**config.mk**
```make
export PLATFORM = sky130hd
export DESIGN_NAME = ffua_ctrl
export DESIGN_NICKNAME = d
export VERILOG_FILES = /design/src/rtl/first_fit_unit_allocator_top_macros.svh /design/src/rtl/ffua_pkg.sv /design/src/rtl/ffua_ctrl.sv
export SDC_FILE = /design/constraint.sdc
export NUM_CORES = 1
export LEC_CHECK = 0
export BUFFER_PORTS_ARGS = -buffer_cell sky130_fd_sc_hd__buf_2
export CAP_MARGIN = 15
export CORE_AREA = 5 5 42 44
export DETAILED_ROUTE_END_ITERATION = 10
export DIE_AREA = 0 0 47 49
export GPL_TIMING_DRIVEN = 0
export MAX_ROUTING_LAYER = met4
export PLACE_DENSITY = 0.75
export SETUP_SLACK_MARGIN = 0.15
export SLEW_MARGIN = 20
export SYNTH_ARGS = -nofsm -noshare
export SYNTH_HDL_FRONTEND = slang
export SYNTH_SLANG_ARGS = --single-unit
```
**constraint.sdc**
```tcl
create_clock -name aclk -period 1.95 [get_ports aclk]
set_clock_uncertainty 0.2 [all_clocks]
set_input_delay 0.2925 -clock aclk [delete_from_list [all_inputs] [get_ports aclk]]
set_output_delay 0.2925 -clock aclk [all_outputs]
set_load 0.03 [all_outputs]
```
**src/rtl/first_fit_unit_allocator_top_macros.svh**
```systemverilog
// ----------------------------------------------------------------------------
// first_fit_unit_allocator_top_macros.svh
// Assertion macros used by the allocator top level.
// ----------------------------------------------------------------------------
`ifndef FIRST_FIT_UNIT_ALLOCATOR_TOP_MACROS_SVH
`define FIRST_FIT_UNIT_ALLOCATOR_TOP_MACROS_SVH

// The consequent must hold in the cycle after the antecedent.
`define FFUA_ASSERT_NEXT(label, clk, rst_n, ante, cons, msg) \
    label: assert property (@(posedge clk) disable iff (!rst_n) (ante) |=> (cons)) \
        else $error(msg);

// The consequent must hold in the same cycle as the antecedent.
`define FFUA_ASSERT_NOW(label, clk, rst_n, ante, cons, msg) \
    label: assert property (@(posedge clk) disable iff (!rst_n) (ante) |-> (cons)) \
        else $error(msg);

`endif

```
**src/rtl/ffua_pkg.sv**
```systemverilog
`timescale 1ns / 1ps
// ----------------------------------------------------------------------------
// ffua_pkg
// Constants, codes and controller/datapath interface types of the allocator.
// ----------------------------------------------------------------------------
package ffua_pkg;

    localparam int UNITS      = 1024;
    localparam int OWNER_BITS = 8;

    localparam int UNIT_W  = $clog2(UNITS);
    localparam int COUNT_W = $clog2(UNITS + 1);

    // Field widths of the stream items.
    localparam int FUNC_W     = 1;
    localparam int SIZE_W     = 11;
    localparam int OWNER_ID_W = 8;
    localparam int ADDR_W     = 10;
    localparam int STATUS_W   = 2;
    localparam int START_W    = 10;
    localparam int FREE_W     = 11;
    localparam int RES_W      = 11;
    localparam int CFG_W      = 11;

    localparam logic [CFG_W-1:0] UPP_RESET = CFG_W'(64);

    // Input item layout inside s_tdata.
    localparam int S_SIZE_LSB  = 0;
    localparam int S_OWNER_LSB = S_SIZE_LSB + SIZE_W;
    localparam int S_ADDR_LSB  = S_OWNER_LSB + OWNER_ID_W;
    localparam int S_TDATA_W   = ((S_ADDR_LSB + ADDR_W + 7) / 8) * 8;

    // Result item layout inside m_tdata.
    localparam int M_START_LSB = 0;
    localparam int M_FREE_LSB  = M_START_LSB + START_W;
    localparam int M_RES_LSB   = M_FREE_LSB + FREE_W;
    localparam int M_TDATA_W   = ((M_RES_LSB + RES_W + 7) / 8) * 8;

    // Width that holds every size, address and count without overflow.
    localparam int FIELD_MAX_W = (SIZE_W > ADDR_W) ? SIZE_W : ADDR_W;
    localparam int WIDE_W      = ((COUNT_W > FIELD_MAX_W) ? COUNT_W : FIELD_MAX_W) + 1;

    // Divider step counter.
    localparam int DIV_STEP_W = $clog2(COUNT_W + 1);

    localparam logic FUNC_ALLOC = 1'b0;
    localparam logic FUNC_FREE  = 1'b1;

    typedef enum logic [STATUS_W-1:0] {
        ST_DONE      = 2'd0,
        ST_NO_FIT    = 2'd1,
        ST_NOT_OWNED = 2'd2,
        ST_BAD_REQ   = 2'd3
    } res_status_t;

    typedef enum logic [3:0] {
        S_CLEAR,
        S_IDLE,
        S_DECODE,
        S_SCAN,
        S_MARK,
        S_FREAD,
        S_FCHECK,
        S_WALK,
        S_WTAIL,
        S_DIV_GO,
        S_DIV_WAIT,
        S_OUT
    } ctrl_state_t;

    typedef enum logic [3:0] {
        OP_HOLD,
        OP_CLEAR,
        OP_LOAD,
        OP_SCAN,
        OP_MARK,
        OP_FREAD,
        OP_WALK,
        OP_WTAIL,
        OP_DIV,
        OP_OUT
    } dp_op_t;

    typedef struct packed {
        dp_op_t      op;
        logic        set_status;
        res_status_t status;
    } ffua_cmd_t;

    typedef struct packed {
        logic clear_last;
        logic req_free;
        logic req_bad;
        logic addr_outside;
        logic scan_hit;
        logic scan_miss;
        logic mark_last;
        logic owned;
        logic walk_last;
        logic div_done;
        logic out_free;
    } ffua_stat_t;

endpackage

```
**src/rtl/ffua_ctrl.sv**
```systemverilog
`timescale 1ns / 1ps
// ----------------------------------------------------------------------------
// ffua_ctrl
// Controller state machine that sequences clear, allocate and free work.
// ----------------------------------------------------------------------------
module ffua_ctrl import ffua_pkg::*; (
    input  logic       aclk,
    input  logic       aresetn,
    input  logic       s_tvalid,
    output logic       s_tready,
    input  ffua_stat_t stat,
    output ffua_cmd_t  cmd
);

    ctrl_state_t state_reg, state_next;

    always_ff @(posedge aclk) begin
        if (!aresetn) begin
            state_reg <= S_CLEAR;
        end else begin
            state_reg <= state_next;
        end
    end

    always_comb begin
        state_next     = state_reg;
        cmd.op         = OP_HOLD;
        cmd.set_status = 1'b0;
        cmd.status     = ST_DONE;
        s_tready       = 1'b0;

        unique case (state_reg)
            S_CLEAR: begin
                cmd.op = OP_CLEAR;
                if (stat.clear_last) begin
                    state_next = S_IDLE;
                end
            end
            S_IDLE: begin
                s_tready = 1'b1;
                if (s_tvalid) begin
                    cmd.op     = OP_LOAD;
                    state_next = S_DECODE;
                end
            end
            S_DECODE: begin
                priority if (!stat.req_free && stat.req_bad) begin
                    cmd.set_status = 1'b1;
                    cmd.status     = ST_BAD_REQ;
                    state_next     = S_DIV_GO;
                end else if (!stat.req_free) begin
                    state_next = S_SCAN;
                end else if (stat.addr_outside) begin
                    cmd.set_status = 1'b1;
                    cmd.status     = ST_NOT_OWNED;
                    state_next     = S_DIV_GO;
                end else begin
                    state_next = S_FREAD;
                end
            end
            S_SCAN: begin
                cmd.op = OP_SCAN;
                priority if (stat.scan_hit) begin
                    state_next = S_MARK;
                end else if (stat.scan_miss) begin
                    cmd.set_status = 1'b1;
                    cmd.status     = ST_NO_FIT;
                    state_next     = S_DIV_GO;
                end else begin
                    state_next = S_SCAN;
                end
            end
            S_MARK: begin
                cmd.op = OP_MARK;
                if (stat.mark_last) begin
                    cmd.set_status = 1'b1;
                    cmd.status     = ST_DONE;
                    state_next     = S_DIV_GO;
                end
            end
            S_FREAD: begin
                cmd.op     = OP_FREAD;
                state_next = S_FCHECK;
            end
            S_FCHECK: begin
                if (stat.owned) begin
                    state_next = S_WALK;
                end else begin
                    cmd.set_status = 1'b1;
                    cmd.status     = ST_NOT_OWNED;
                    state_next     = S_DIV_GO;
                end
            end
            S_WALK: begin
                cmd.op = OP_WALK;
                if (stat.walk_last) begin
                    state_next = S_WTAIL;
                end
            end
            S_WTAIL: begin
                cmd.op         = OP_WTAIL;
                cmd.set_status = 1'b1;
                cmd.status     = ST_DONE;
                state_next     = S_DIV_GO;
            end
            S_DIV_GO: begin
                cmd.op     = OP_DIV;
                state_next = S_DIV_WAIT;
            end
            S_DIV_WAIT: begin
                if (stat.div_done) begin
                    state_next = S_OUT;
                end
            end
            S_OUT: begin
                if (stat.out_free) begin
                    cmd.op     = OP_OUT;
                    state_next = S_IDLE;
                end
            end
            default: begin
                state_next = S_IDLE;
            end
        endcase
    end

endmodule

```
# Word level (Yosys, flattened, before mapping)

Index checks and enable logic that the tools add are counted.

Register bits: 4
Input bits: 14

Eq/ne operators: 17
Mux-type cells: 25
Reduce and logical (&&, ||, !) cells: 4

Operators by type and width:

| cell                                                 | count |
|---|---|
| 2-to-1 mux 4 bit                                     | 13 |
| one-hot mux 4 bit (12 select lines)                  | 1 |
| one-hot mux 4 bit (9 select lines)                   | 1 |
| 2-to-1 mux 3 bit                                     | 7 |
| equality test 4 x 3 -> 1 bit (second input constant) | 4 |
| equality test 4 bit (second input constant)          | 4 |
| one-hot mux 3 bit (5 select lines)                   | 1 |
| inequality test 2 bit (second input constant)        | 6 |
| equality test 4 x 2 -> 1 bit (second input constant) | 2 |
| AND reduction 6 bit                                  | 1 |
| equality test 4 x 1 -> 1 bit (second input constant) | 1 |
| logical NOT 4 bit                                    | 1 |
| 2-to-1 mux 2 bit                                     | 1 |
| logical AND 1 bit                                    | 1 |
| logical NOT 1 bit                                    | 1 |
| 2-to-1 mux 1 bit                                     | 1 |

# Depth between registers and ports, before layout

Depth after elaboration: 4
Depth in mapped cells: 6
Depth with buffers taken out: 4

# Worst setup path before layout

No wires, ideal clock.

Path kind: flip-flop to output port
From: register state_reg[0]
To: output cmd[2] (netlist bit)
Data arrival time: 1,681 ps
Path slack: -224 ps
Cell stages (with the launch flop): 5
Path buffers: 0
Path through: dfxtp_1 > nand2b_1 > a2111oi_2 > nor2_1 > o31ai_1

RTL lines:

| element                  | line            | RTL |
|---|---|---|
| start: declaration       | ffua_ctrl.sv:15 | `ctrl_state_t state_reg, state_next;` |
| start signal: assignment | ffua_ctrl.sv:21 | `state_reg <= state_next;` |
| end: declaration         | ffua_ctrl.sv:12 | `output ffua_cmd_t cmd` |

==> results.yml <==
layout:
  area_growth_pct: 110
  final_net_count: 154
  seqCellArea_um2: 90.1
  drive_gt1_frac: 0.681
  final_cell_area_mm2: 0.00129
  largest_reg_flops: 4
  diodes: 0
  multi_input_area_um2: 663
  nFillCells: 55
worst_hold_path:
  whs_endpoint: "state_reg[1]$_SDFFE_PN0P_"
  min-delay-start: "aresetn"
  holdPathStages: 3
  hp-class: "in2reg"
yosys:
  synth_area_um2: 614
  synth_top_area_frac: 0.130
  yosysMostFrequentCell: "a21oi_1"
  yosysTopAreaCell: "dfxtp_1"
  async_flop_share: 0
  syn-num-nets: 100
  yosysSeqAreaShare: 0.130
  ys_ff_latch: 4
  synthCells: 86
  avgSynthCellArea_um2: 7.14
  synth_area_leaders: "dfxtp_1 13%, o31ai_1 6.1%, a21oi_1 5.7%"
  synth-edff-count: 0
  synth_ff_type: "dfxtp_1"
  synth.distinct_cells: 37
  yosys-top-cells-count: "7 x a21oi_1, 6 x buf_2"
  yosys_warnings: 0
placement:
  gp_congestion: 0.837
  hpwl_mm: 1.42
  placedInstanceArea_um2: 801
  io_buffers: 21
clock_network:
  postCtsHoldBufs: 0
  h-tree-depth: 1
  cts_tree: "done"
  clkLatencyLatePin_ns: 0.24
  cts.sinks: 4
  clk_path_buf_depth: 2
  clkTransAtPathRegs_ns: 0.04
  cts-root-buf: "clkbuf_4"
  cts_buffers: 3
timing:
  fin_crit_sh: 1.05
  worst_slew_pin_slew_ns: 0.295
  finalWorstSetupSlack_ns: -0.0879
  setup-violations-final: 3
  slew_headroom: 0.798
  tns_ns: -0.208
  rsz0062_at_grt: "true"
  hold_viol_final: 0
  fmax_mhz: 491
  drv_slew: 0
  fin_crit_ns: 2.04
setup_path:
  crit_fanout: 4
  timing.rr.end: "state_reg[3]$_SDFFE_PN0P_"
  r2r_start: "state_reg[2]$_SDFFE_PN0P_"
  path_class: "reg2out"
  arrival_ns: 1.55
  r2r_slack_ns: 0.11
  start_kind: "flop"
  cp-end-kind: "primary output"
  worstPathRequired_ns: 1.46
  reg2reg_depth: 7
detailed_routing:
  drc_errors: 0
  routed-via-count: 982
  wl_mm: 3.20
  vias_per_cell: 6.38
  final_antenna_net_count: 0
  wire_per_inst_um: 20.8
  drt-pass1-iter-count: 4
  drt_iter0_drc: 49
global_routing:
  antenna_found_initial: 0
  grt_usage: 0.265
  grt_overflow: 0
  grt_max_degree: 11
  grt_pass1_wl_mm: 4.34
  grt_pass1_vias: 907
power_and_ir_drop:
  p_leak_nw: 0.557
  cellPowerDensity_mw_per_mm2: 506
  ir_worst_vdd_mv: 0.525
run_status:
  status: "complete, but fails checks"
  violations: "setup timing"
die:
  die_x_um: 47
  die_h_um: 49
  start_util: 0.438
  ios: 22
  die_area_mm2: 0.00230
  rows: 14
  core_area_mm2: 0.00140
job:
  max_cap_violations: 0
## critical path: stages, from the launching register on
cell	delay (ns)
dfxtp_2	0.32
buf_6	0.12
nand2b_4	0.16
nor4b_4	0.33
nor2_1	0.10
o31ai_2	0.07
buf_4	0.20
## worst max path at each step
| stage | startpoint | to | slack [ns] | cells after the start |
|---|---|---|---|---|
| after CTS | state_reg[2]$_SDFFE_PN0P_ | cmd[2] | -0.08 | 6 |
| after global routing | state_reg[1]$_SDFFE_PN0P_ | cmd[2] | -0.17 | 6 |
| after global placement | state_reg[3]$_SDFFE_PN0P_ | cmd[3] | -0.08 | 7 |
| final | state_reg[3]$_SDFFE_PN0P_ | cmd[2] | -0.09 | 6 |
| after floorplan | state_reg[0]$_SDFFE_PN0P_ | cmd[2] | 0.08 | 4 |
| after detailed placement | state_reg[3]$_SDFFE_PN0P_ | cmd[3] | -0.12 | 7 |
## layout make-up
cell class,instances,area share
Clock buffer,3,0.0174
Tap cell,16,0.0155
Sequential cell,4,0.0697
Inverter,5,0.0165
Timing Repair Buffer,49,0.286
Multi-Input combinational cell,69,0.513
Buffer,8,0.0823
## cells in the final DEF (no fill, tap or decap), drive strengths merged, types with 2 or more instances in the layout
| cell | netlist | routed |
|---|---|---|
| buf | 8 | 57 |
| a21oi | 9 | 9 |
| nand2b | 5 | 5 |
| nand2 | 5 | 5 |
| inv | 5 | 5 |
| nor2 | 5 | 5 |
| o31ai | 5 | 5 |
| nor3 | 4 | 4 |
| o21ai | 4 | 4 |
| dfxtp | 4 | 4 |
| mux2i | 3 | 3 |
| clkbuf | 0 | 3 |
| or3 | 2 | 2 |
| a21o | 2 | 2 |
| o21a | 2 | 2 |
| nand3b | 2 | 2 |
| nor2b | 2 | 2 |
| o22ai | 2 | 2 |
## power breakdown
group / switching [mW] / leakage (nW) / total [mW] / internal [mW]
combinational: 0.233 / 0.509 / 0.446 / 0.214
clock: 0.0379 / 0.0138 / 0.107 / 0.0691
sequential: 0.0105 / 0.0349 / 0.101 / 0.0902
## metal layers
layer | up-vias | routed length (µm) | GRT usage
met4 | 0 | 133 | 0.106
met2 | 64 | 1560 | 0.437
met5 | - | 0 | -
li1 | 429 | - | -
met1 | 473 | 1240 | 0.309
met3 | 16 | 267 | 0.0369
## per-stage QoR
step,util,worst slack [ns],cells,power [mW],hold slack [ns]
after floorplan,-,0.0799,86,0.294,0.239
after global placement,0.571,-0.0777,123,0.352,0.387
after detailed placement,0.571,-0.116,123,0.356,0.386
after CTS,0.803,-0.0807,144,0.569,0.123
after global routing,0.922,-0.171,154,0.688,0.130
final,0.922,-0.0879,154,0.654,0.136
## logic make-up after synthesis
logic type,share of synthesized area
AOI/OAI and AO/OA,0.367
xor gates and xnor gates,0.0143
muxes,0.0489
buffers and inverters,0.0917
DFF,0.130
and+or+nand+nor,0.348
## what timing repair did
action | in CTS | in global routing
gates resized for setup | 50 | 24
endpoints found under the setup margin | 8 | 11
setup buffers | 18 | 10
pin swaps | 8 | 9
(Power assumes the default switching activity.)
